$ cat config.mk
export PLATFORM = sky130hd
export DESIGN_NAME = char_lcd_nibble_sequencer_core
export DESIGN_NICKNAME = d
export VERILOG_FILES = /design/src/rtl/clns_pkg.sv /design/src/rtl/clns_front.sv /design/src/rtl/clns_queue.sv /design/src/rtl/clns_back.sv /design/src/rtl/char_lcd_nibble_sequencer_core.sv
export SDC_FILE = /design/constraint.sdc
export NUM_CORES = 1
export LEC_CHECK = 0
export BUFFER_PORTS_ARGS = -buffer_cell sky130_fd_sc_hd__buf_2
export CELL_PAD_IN_SITES_DETAIL_PLACEMENT = 1
export CELL_PAD_IN_SITES_GLOBAL_PLACEMENT = 2
export CORE_ASPECT_RATIO = 1.5
export CORE_MARGIN = 5
export CORE_UTILIZATION = 39
export DETAILED_ROUTE_END_ITERATION = 8
export HOLD_SLACK_MARGIN = 0.06
export PLACE_DENSITY_LB_ADDON = 0.1
export SLEW_MARGIN = 15
export SYNTH_ARGS = -nofsm -noshare
export SYNTH_HDL_FRONTEND = slang
export SYNTH_SLANG_ARGS = --single-unit
$ cat constraint.sdc
create_clock -name clock -period 3 [get_ports clock]
set_input_delay 0.15 -clock clock [delete_from_list [all_inputs] [get_ports clock]]
set_output_delay 0.15 -clock clock [all_outputs]
set_load 0.01 [all_outputs]
$ cat src/rtl/clns_pkg.sv
`default_nettype none

package clns_pkg;

   // depth of the queue between the front and back parts
   localparam int QUEUE_DEPTH = 2;

   localparam logic KIND_INIT = 1'b1;

   localparam int STEP_W = 4;
   localparam logic [STEP_W-1:0] WRITE_LAST_STEP = 4'd1;
   localparam logic [STEP_W-1:0] INIT_LAST_STEP  = 4'd15;

   localparam logic [14:0] WAIT_POWER_ON  = 15'd30000;
   localparam logic [14:0] WAIT_FIRST_SET = 15'd4100;
   localparam logic [14:0] WAIT_CLEAR     = 15'd3000;
   localparam logic [14:0] WAIT_SHORT     = 15'd100;

   localparam logic [7:0] CMD_FUNC_2LINE = 8'h28;
   localparam logic [7:0] CMD_DISP_OFF   = 8'h08;
   localparam logic [7:0] CMD_CLEAR      = 8'h01;
   localparam logic [7:0] CMD_ENTRY_MODE = 8'h06;
   localparam logic [7:0] CMD_DISP_ON    = 8'h0F;

   localparam logic [3:0] NIBBLE_FUNC_SET = 4'h3;
   localparam logic [3:0] NIBBLE_4BIT     = 4'h2;

   typedef struct packed {
      logic       kind;
      logic [7:0] byte_value;
      logic       register_select;
   } req_type;

   typedef struct packed {
      logic        strobe_res;
      logic        rs_level;
      logic [3:0]  pin_nibble;
      logic [14:0] wait_after;
      logic        last;
   } rsp_type;

   // classified item as it travels from front to back
   typedef struct packed {
      logic              is_init;
      logic              register_select;
      logic [7:0]        byte_value;
      logic [STEP_W-1:0] last_step;
   } op_type;

   // port wiring mirrors d4..d7
   function automatic logic [3:0] rev4(input logic [3:0] n);
      return {n[0], n[1], n[2], n[3]};
   endfunction

   // one pin action of an item at a given step
   function automatic rsp_type action_at(input op_type op, input logic [STEP_W-1:0] step);
      rsp_type     a;
      logic [3:0]  nib;
      logic        strobe;
      logic [14:0] wt;
      strobe = 1'b1;
      wt     = WAIT_SHORT;
      nib    = 4'h0;
      if (op.is_init) begin
         unique case (step)
            4'd0: begin
               strobe = 1'b0;
               wt     = WAIT_POWER_ON;
            end
            4'd1: begin
               nib = NIBBLE_FUNC_SET;
               wt  = WAIT_FIRST_SET;
            end
            4'd2, 4'd3: nib = NIBBLE_FUNC_SET;
            4'd4:  nib = NIBBLE_4BIT;
            4'd5:  nib = CMD_FUNC_2LINE[7:4];
            4'd6:  nib = CMD_FUNC_2LINE[3:0];
            4'd7:  nib = CMD_DISP_OFF[7:4];
            4'd8:  nib = CMD_DISP_OFF[3:0];
            4'd9:  nib = CMD_CLEAR[7:4];
            4'd10: nib = CMD_CLEAR[3:0];
            4'd11: begin
               strobe = 1'b0;
               wt     = WAIT_CLEAR;
            end
            4'd12: nib = CMD_ENTRY_MODE[7:4];
            4'd13: nib = CMD_ENTRY_MODE[3:0];
            4'd14: nib = CMD_DISP_ON[7:4];
            4'd15: nib = CMD_DISP_ON[3:0];
         endcase
      end else begin
         nib = step[0] ? op.byte_value[3:0] : op.byte_value[7:4];
      end
      a.strobe_res = strobe;
      a.rs_level   = op.is_init ? 1'b0 : op.register_select;
      a.pin_nibble = strobe ? rev4(nib) : 4'h0;
      a.wait_after = wt;
      a.last       = (step == op.last_step);
      return a;
   endfunction

endpackage

`default_nettype wire

$ cat src/rtl/clns_front.sv
`default_nettype none

module clns_front
   import clns_pkg::*;
(
   input  wire logic    clock,
   input  wire logic    reset,
   input  wire logic    req_valid,
   output logic         req_stall,
   input  wire req_type req_item,
   output logic         op_valid,
   output op_type       op_data,
   input  wire logic    queue_full
);

   logic   valid_ff, valid_in;
   op_type op_ff, op_in;
   logic   accept, handoff;

   assign handoff   = valid_ff && !queue_full;
   assign req_stall = valid_ff && queue_full;
   assign accept    = req_valid && !req_stall;

   // classify: init runs sixteen actions, a write two
   always_comb begin
      op_in.is_init         = (req_item.kind == KIND_INIT);
      op_in.register_select = req_item.register_select;
      op_in.byte_value      = req_item.byte_value;
      op_in.last_step       = op_in.is_init ? INIT_LAST_STEP : WRITE_LAST_STEP;
   end

   always_comb begin
      if (accept) begin
         valid_in = 1'b1;
      end else if (handoff) begin
         valid_in = 1'b0;
      end else begin
         valid_in = valid_ff;
      end
   end

   always_ff @(posedge clock) begin
      if (reset) begin
         valid_ff <= 1'b0;
      end else begin
         valid_ff <= valid_in;
      end
   end

   always_ff @(posedge clock) begin
      if (accept) begin
         op_ff <= op_in;
      end
   end

   assign op_valid = valid_ff;
   assign op_data  = op_ff;

endmodule

`default_nettype wire

$ cat src/rtl/clns_queue.sv
`default_nettype none

module clns_queue
   import clns_pkg::*;
#(
   parameter int Depth = QUEUE_DEPTH
)
(
   input  wire logic   clock,
   input  wire logic   reset,
   input  wire logic   push,
   input  wire op_type push_op,
   output logic        full,
   input  wire logic   pop,
   output op_type      head_op,
   output logic        not_empty
);

   localparam int PTR_W = (Depth > 1) ? $clog2(Depth) : 1;
   localparam int CNT_W = $clog2(Depth + 1);
   localparam logic [PTR_W-1:0] LAST_PTR = PTR_W'(Depth - 1);
   localparam logic [CNT_W-1:0] FULL_CNT = CNT_W'(Depth);

   op_type           slot_ff [Depth];
   logic [PTR_W-1:0] rd_ptr_ff, rd_ptr_in;
   logic [PTR_W-1:0] wr_ptr_ff, wr_ptr_in;
   logic [CNT_W-1:0] count_ff, count_in;
   logic             push_fire, pop_fire;

   assign full      = (count_ff == FULL_CNT);
   assign not_empty = (count_ff != '0);
   assign push_fire = push && !full;
   assign pop_fire  = pop && not_empty;
   assign head_op   = slot_ff[rd_ptr_ff];

   always_comb begin
      wr_ptr_in = wr_ptr_ff;
      rd_ptr_in = rd_ptr_ff;
      if (push_fire) begin
         wr_ptr_in = (wr_ptr_ff == LAST_PTR) ? '0 : wr_ptr_ff + 1'b1;
      end
      if (pop_fire) begin
         rd_ptr_in = (rd_ptr_ff == LAST_PTR) ? '0 : rd_ptr_ff + 1'b1;
      end
      unique case ({push_fire, pop_fire})
         2'b10:   count_in = count_ff + 1'b1;
         2'b01:   count_in = count_ff - 1'b1;
         default: count_in = count_ff;
      endcase
   end

   always_ff @(posedge clock) begin
      if (reset) begin
         rd_ptr_ff <= '0;
         wr_ptr_ff <= '0;
         count_ff  <= '0;
      end else begin
         rd_ptr_ff <= rd_ptr_in;
         wr_ptr_ff <= wr_ptr_in;
         count_ff  <= count_in;
      end
   end

   always_ff @(posedge clock) begin
      if (push_fire) begin
         slot_ff[wr_ptr_ff] <= push_op;
      end
   end

endmodule

`default_nettype wire

$ cat src/rtl/clns_back.sv
`default_nettype none

module clns_back
   import clns_pkg::*;
(
   input  wire logic   clock,
   input  wire logic   reset,
   input  wire logic   op_valid,
   input  wire op_type op_data,
   output logic        op_pop,
   output logic        rsp_valid,
   input  wire logic   rsp_stall,
   output rsp_type     rsp_item
);

   logic              busy_ff, busy_in;
   op_type            op_ff;
   logic [STEP_W-1:0] step_ff, step_in;
   logic              rsp_valid_ff, rsp_valid_in;
   rsp_type           rsp_ff;
   rsp_type           act;
   logic              advance, emit, finishing;

   assign act       = action_at(op_ff, step_ff);
   assign advance   = !rsp_valid_ff || !rsp_stall;
   assign emit      = busy_ff && advance;
   assign finishing = emit && act.last;
   // next item is loaded in the cycle the current one gives its last action
   assign op_pop    = op_valid && (!busy_ff || finishing);

   always_comb begin
      busy_in = busy_ff;
      step_in = step_ff;
      priority if (op_pop) begin
         busy_in = 1'b1;
         step_in = '0;
      end else if (finishing) begin
         busy_in = 1'b0;
      end else if (emit) begin
         step_in = step_ff + 1'b1;
      end
      rsp_valid_in = advance ? emit : rsp_valid_ff;
   end

   always_ff @(posedge clock) begin
      if (reset) begin
         busy_ff      <= 1'b0;
         step_ff      <= '0;
         rsp_valid_ff <= 1'b0;
      end else begin
         busy_ff      <= busy_in;
         step_ff      <= step_in;
         rsp_valid_ff <= rsp_valid_in;
      end
   end

   always_ff @(posedge clock) begin
      if (op_pop) begin
         op_ff <= op_data;
      end
      if (emit) begin
         rsp_ff <= act;
      end
   end

   assign rsp_valid = rsp_valid_ff;
   assign rsp_item  = rsp_ff;

endmodule

`default_nettype wire

$ cat src/rtl/char_lcd_nibble_sequencer_core.sv
// Character LCD nibble sequencer for a 4-bit bus. Each accepted item becomes
// a run of pin actions: a write item gives two enable strobes (high nibble,
// then low nibble, each nibble bit-reversed for the port wiring, each
// followed by a 100 us wait); an init item gives the sixteen-action power-on
// run. One action leaves per cycle while rsp_stall is low and the back part
// holds an item; that rate is set by the single action register of the back
// part, which steps one action per cycle. The first action passes through
// the front register, the queue, the item register and the action register
// of the back part. The front part keeps taking items while the back part is
// busy, up to QueueDepth items plus one held in the front.
`default_nettype none

module char_lcd_nibble_sequencer_core
   import clns_pkg::*;
#(
   parameter int QueueDepth = QUEUE_DEPTH
)
(
   input  wire logic    clock,
   input  wire logic    reset,
   input  wire logic    req_valid,
   output logic         req_stall,
   input  wire req_type req_item,
   output logic         rsp_valid,
   input  wire logic    rsp_stall,
   output rsp_type      rsp_item
);

   // front to queue
   logic   front_valid;
   op_type front_op;
   logic   queue_full;

   // queue to back
   logic   queue_not_empty;
   op_type queue_head;
   logic   queue_pop;

   // front: accept and classify each item
   clns_front u_front (
      .clock      (clock),
      .reset      (reset),
      .req_valid  (req_valid),
      .req_stall  (req_stall),
      .req_item   (req_item),
      .op_valid   (front_valid),
      .op_data    (front_op),
      .queue_full (queue_full)
   );

   // short queue so front and back stall on their own
   clns_queue #(
      .Depth (QueueDepth)
   ) u_queue (
      .clock     (clock),
      .reset     (reset),
      .push      (front_valid),
      .push_op   (front_op),
      .full      (queue_full),
      .pop       (queue_pop),
      .head_op   (queue_head),
      .not_empty (queue_not_empty)
   );

   // back: step through the actions of one item, one per cycle while rsp_stall is low
   clns_back u_back (
      .clock     (clock),
      .reset     (reset),
      .op_valid  (queue_not_empty),
      .op_data   (queue_head),
      .op_pop    (queue_pop),
      .rsp_valid (rsp_valid),
      .rsp_stall (rsp_stall),
      .rsp_item  (rsp_item)
   );

endmodule

`default_nettype wire

==> results of run 1 <==
==> path summary, 6_finish.rpt <==
path,cells past startpoint,to
worst max-delay path,6,u_queue.count_ff[1]
worst min-delay path,3,u_back.rsp_valid
worst max register to register,6,u_queue.count_ff[1]
worst min register to register,0,u_queue.slot_ff[1][11]
==> cells by family after synthesis <==
family | Yosys count | synth area share, %
AOI/OAI and AO/OA | 29 | 7.53
xor gates and xnor gates | 3 | 0.994
adders and majority gates | 5 | 2.37
buffers and inverters | 23 | 4.45
DFF | 65 | 69.7
muxes | 14 | 5.87
other | 1 | 0.142
and+or+nand+nor | 44 | 8.99
==> worst max-delay path, stage by stage (launching register included) <==
cell	delay (ps)
dfxtp_1	470
or4_4	610
a221o_1	360
a21oi_4	170
ha_1	270
or3_1	360
a21oi_1	140
==> power breakdown <==
part	total [mW]	leakage (nW)	internal (mW)	switching (mW)
Sequential	1.40	0.593	1.27	0.124
Clock	0.738	0.100	0.390	0.348
Combinational	0.741	0.453	0.320	0.420
==> what timing repair did <==
item / CTS / global route
endpoints found under the setup margin: 0 / 0
resized for setup: 0 / 0
hold buffers: 11 / 0
hold endpoints to repair: 11 / 0
setup buffers: 0 / 0
==> cells in the final DEF, fill, tap and decap left out, types with 2 or more instances in the layout <==
cell type / synthesis / routed
nor3_1: 5 / 5
nor4b_1: 2 / 2
conb_1: 1 / 2
nand4b_1: 2 / 2
buf_2: 1 / 35
nand2b_1: 2 / 2
a211oi_1: 2 / 2
inv_6: 0 / 2
dlygate4sd3_1: 0 / 11
mux2_2: 11 / 11
buf_4: 8 / 3
clkinv_4: 0 / 2
edfxtp_1: 54 / 54
inv_1: 6 / 6
mux2i_1: 2 / 2
dfxtp_1: 11 / 11
nor2_1: 13 / 13
nor2b_1: 5 / 5
o21ai_0: 6 / 6
a21oi_1: 9 / 9
nand4_1: 4 / 4
xor2_1: 2 / 2
a21o_1: 2 / 2
and3_1: 2 / 2
clkbuf_8: 0 / 9
ha_1: 5 / 5
nand2_1: 5 / 5
==> per-layer routing <==
layer | vias to the layer above | share of wire (%)
met3 | 11 | 5.1
met1 | 734 | 36
met4 | 0 | 3.9
met5 | - | 0
met2 | 41 | 55
li1 | 764 | -
==> registers in the layout, indices dropped and copies added (netlist names) <==
signal	cells
u_back.busy_ff	1
u_back.op_ff	10
u_back.rsp_item	14
u_back.rsp_valid	1
u_back.step_ff	4
u_front.op_data	10
u_front.op_valid	1
u_queue.count_ff	2
u_queue.rd_ptr_ff	1
u_queue.slot_ff	20
u_queue.wr_ptr_ff	1
==> layout make-up <==
type / count / share of cell area [%]
flip-flops and latches: 65 / 58.3
clock inverters: 7 / 2.45
clock buffers: 9 / 3.92
well taps: 76 / 3.01
multi-input cells: 97 / 21.9
inverters: 6 / 0.713
repair buffers: 49 / 9.74
==> metrics by stage <==
stage	cell area, um2	hold WS, ps	utilization, %
4_1_cts	3160	74.3	48.1
6_report	3160	91.4	48.1
3_3_place_gp	2850	327	43.3
3_5_place_dp	2850	329	43.3
2_1_floorplan	2650	249	-
5_1_grt	3160	106	48.1
==> cells in the mapped netlist, types with 2 or more instances <==
master    instances
edfxtp_1         54
nor2_1           13
dfxtp_1          11
mux2_2           11
a21oi_1           9
buf_4             8
clkbuf_1          8
inv_1             6
o21ai_0           6
ha_1              5
nand2_1           5
nor2b_1           5
nor3_1            5
nand4_1           4
a211oi_1          2
a21o_1            2
and3_1            2
mux2i_1           2
nand2b_1          2
nand4b_1          2
nor4b_1           2
xor2_1            2
==> results.json, run 1 <==
{
  "r2r_setup_slack_ps": 560,
  "max_slew_margin_pct": 46.3,
  "cts_tree": "yes",
  "final_nets": 247,
  "grt.overflow.total": 0,
  "die_w_um": 77.2,
  "timing.critical_path.arrival_ps": 2710,
  "cts_buffer_depth": 2,
  "drive_gt1_share_pct": 29.6,
  "syn_to_final_growth_pct": 19.5,
  "critPathKind": "register to register",
  "clk_latency_ps": 330,
  "fin_ws_ps": 557,
  "syn_avg_cell_area_um2": 14.4,
  "grt_setup_unrepaired": "false",
  "core_area_um2": 6580,
  "worstPathRequired_ps": 3270,
  "seq_area_frac_synth_pct": 69.7,
  "tightest_slew_ps": 803,
  "diodes": 0,
  "syn-cell-area_um2": 2640,
  "timing.rr.start": "u_back.step_ff[2]",
  "outcome": "finished, final reports clean",
  "setup_viol": 0,
  "die_y_um": 111,
  "finalClockSkew_ps": 6.61,
  "clk_pin_slew_ps": 70,
  "pre_cts_slack_ps": 558,
  "p_per_area_nw_per_um2": 911,
  "dp_cells": 282,
  "dr.pass1.iters": 4,
  "antenna_found_initial": 0,
  "grt_util_met1_pct": 11.6,
  "fillers": 654,
  "multi_input_area_um2": 692,
  "synth_top_area_share_pct": 61.3,
  "fin_cells": 309,
  "hold_viol": 0,
  "critical_path.max_fanout": 18,
  "routed_via_density": 5.02,
  "grt_use_total_pct": 11.7,
  "grt_pass1_vias": 1616,
  "crit_start": "u_back.step_ff[2]",
  "numCtsBuffers": 9,
  "synth_cell_types": 40,
  "fin_tns_setup_ps": 0,
  "gp_congestion": 0.746,
  "wl_per_cell_um": 14.9,
  "drc_errors": 0,
  "busiest_layer": "met2",
  "period_minus_slack_ps": 2440,
  "syn_inst": 184,
  "async_reset_ff_share_pct": 0,
  "leakagePower_nw": 1.15,
  "clockRootBuffer": "clkbuf_8",
  "ant_nets": 0,
  "synth_seq_cells": 65,
  "yosys_warnings": 0,
  "cp-start-kind": "register",
  "use_met3_pct": 3.82,
  "totalPowerFinal_mw": 2.88,
  "grt_pass1_wl_um": 7850,
  "synth_area_leaders": "edfxtp_1 (61%), dfxtp_1 (8.3%), mux2_2 (4.7%)",
  "regArea_um2": 1840,
  "io_pins": 38,
  "core.rowCount": 36,
  "drt-total-wl_um": 4610,
  "drt_iter0_drc": 70,
  "cts.sinks": 65,
  "synth_ff_type": "edfxtp_1",
  "dpl.hpwl_um": 3320,
  "route.vias.total": 1550,
  "grt_use_met2_pct": 20.5,
  "synth_edf_count": 54,
  "vdd_drop_max_mv": 0.631,
  "start_util_pct": 40.2,
  "fmax_ghz": 0.409,
  "hold_start": "rsp_stall",
  "htreeDepth": 3,
  "cap_violations": 0,
  "period_share_pct": 81.4,
  "crit_path_end_kind": "register",
  "io_buffers": 35,
  "grt_max_degree": 21,
  "maxSlewViolCount": 0,
  "dieArea_um2": 8560,
  "hold_path.class": "primary input to register",
  "yosys.area.top_type": "edfxtp_1"
}
No activity file was read; power rests on OpenSTA's default activity.
==> run 2: changes to the inputs <==
CORE_UTILIZATION = 35   (was 39)
clock period = 2 ns   (was 3 ns; I/O delays follow)
==> run 2 against run 1 <==
The flow now finishes with violations (negative setup slack). Clock power is 46% higher. Total power is 60% higher. Sequential power is 49% higher. Maximum frequency is 11% higher. Flip-flop and latch count stayed put. Clock skew is 1.1 ps higher. Non-clock buffer count is 17 higher. Critical path depth is 1 higher.
==> results.json, run 2 (synthesis gave the netlist of run 1 again) <==
{
  "outcome": "complete, but fails checks",
  "violations": "negative setup slack",
  "cts_buffer_depth": 2,
  "gp_congestion": 0.811,
  "timing.rr.end": "u_queue.rd_ptr_ff",
  "clk_latency_ps": 330,
  "slowest_delay_ps": 540,
  "crit_path_end_kind": "register",
  "crit_family": "compound AO/OA/AOI/OAI gates",
  "cap_violations": 0,
  "hold_viol": 0,
  "crit_slowest_cell": "or4_4",
  "path_buf_inv": 3,
  "critPathKind": "register to register",
  "grt_setup_unrepaired": "true",
  "fmax_ghz": 0.455,
  "core.rowCount": 38,
  "crit_chain": "or4_4 -> a221o_1 -> a21oi_4 -> buf_4 -> buf_6 -> buf_12 -> mux2_1",
  "diodes": 0,
  "clk_pin_slew_ps": 70,
  "syn_to_final_growth_pct": 27.5,
  "cp-start-kind": "register",
  "finalClockSkew_ps": 7.74,
  "grt_pass1_vias": 1678,
  "final_nets": 264,
  "cts.sinks": 65,
  "drc_errors": 0,
  "whs_ps": 89.6,
  "io_pins": 38,
  "dieArea_um2": 9430,
  "whs_endpoint": "u_front.op_valid",
  "grt_use_total_pct": 11.3,
  "final_common_cell": "edfxtp_1",
  "htreeDepth": 3,
  "core_area_um2": 7320,
  "hold_start": "reset",
  "dr.pass1.iters": 3,
  "maxSlewViolCount": 0,
  "drt_iter0_drc": 75,
  "holdPathStages": 2,
  "p_per_area_nw_per_um2": 1370,
  "top_register": "u_queue.slot_ff",
  "timing.rr.start": "u_back.step_ff[1]",
  "leakagePower_nw": 1.24,
  "drive_gt1_share_pct": 34.0,
  "critical_path.max_fanout": 3,
  "drt-total-wl_um": 4720,
  "totalPowerFinal_mw": 4.61,
  "numCtsBuffers": 9,
  "timing.critical_path.arrival_ps": 2420,
  "die_y_um": 116,
  "grt_pass1_wl_um": 7790,
  "setup_viol": 17,
  "final_cell_mix": "edfxtp_1 (54), buf_2 (35), buf_4 (14), nor2_1 (13), dlygate4sd3_1 (13)",
  "clockRootBuffer": "clkbuf_8",
  "ant_nets": 0,
  "r2r_setup_slack_ps": -200,
  "antenna_found_initial": 0,
  "cts_tree": "yes",
  "grt_max_degree": 18,
  "wl_per_cell_um": 13.5,
  "vdd_drop_max_mv": 0.628,
  "period_minus_slack_ps": 2200,
  "route.vias.total": 1629,
  "fin_ws_ps": -197,
  "dpl.hpwl_um": 3330,
  "start_util_pct": 36.1,
  "hold_path.class": "primary input to register",
  "die_w_um": 81.0,
  "r2r_cells": 7,
  "io_buffers": 35,
  "worstPathRequired_ps": 2220,
  "period_share_pct": 110,
  "fillers": 770,
  "grt.overflow.total": 0,
  "largest_reg_flops": 20,
  "routed_via_density": 4.65
}
run 2: metrics by stage:
| stage | area (um2) | cells | setup TNS (ps) | worst slack [ps] | utilization [%] |
|---|---|---|---|---|---|
| 6_report | 3370 | 350 | -2530 | -197 | 46.1 |
| 5_1_grt | 3370 | 350 | -3540 | -292 | 46.1 |
| 4_1_cts | 3350 | 347 | -578 | -150 | 45.7 |
| 3_5_place_dp | 2960 | 314 | -368 | -161 | 40.5 |
| 3_3_place_gp | 2960 | 314 | -226 | -120 | 40.5 |
| 2_1_floorplan | 2670 | 185 | -1180 | -458 | - |
run 2: report_power, final:
group	total, mW	internal, mW	switching, mW
Clock	1.08	0.579	0.504
Combinational	1.45	0.731	0.715
Sequential	2.08	1.91	0.164
Total	4.61	3.22	1.38
run 2: routing by layer:
metal,share of wire [%],up-vias,GRT usage (%)
li1,-,797,-
met1,36,785,10.3
met2,57,38,21.0
met3,4.7,9,3.94
met4,2.5,0,6.76
met5,0,-,0
run 2: worst register-to-register path, stage by stage, from the launching register on:
cell and delay, ps:
dfxtp_2 320, or4_4 540, a221o_1 400, a21oi_4 200, buf_4 140, buf_6 90, buf_12 90, mux2_1 300
run 2: worst max-delay path by stage:
stage                            startpoint  slack, ps                   to  cells past startpoint
after floorplan             u_back.op_ff[3]       -460  u_queue.count_ff[1]                      7
after global placement    u_back.step_ff[1]       -120  u_queue.count_ff[1]                      6
after detailed placement  u_back.step_ff[1]       -160  u_queue.count_ff[1]                      6
after CTS                 u_back.step_ff[1]       -150  u_queue.count_ff[1]                      6
after global routing      u_back.step_ff[1]       -290  u_queue.count_ff[1]                      6
final                     u_back.step_ff[1]       -200    u_queue.rd_ptr_ff                      7
run 2: cell type report:
| cell class | count | area [um2] | area share [%] |
|---|---|---|---|
| Clock buffer | 10 | 128 | 3.78 |
| Tap cell | 100 | 125 | 3.71 |
| Clock inverter | 6 | 67.6 | 2.00 |
| Sequential cell | 65 | 1840 | 54.7 |
| Multi-Input combinational cell | 97 | 704 | 20.9 |
| Timing Repair Buffer | 66 | 482 | 14.3 |
| Inverter | 6 | 22.5 | 0.668 |
run 2: timing repair:
action                                  4_1_cts  5_1_grt
gates cloned                                  0        0
setup buffers                                 4        3
resized for setup                             4        2
pin swaps                                     1        3
hold buffers                                 13        0
endpoints found under the setup margin       10       17
endpoints found under the hold margin        12        0
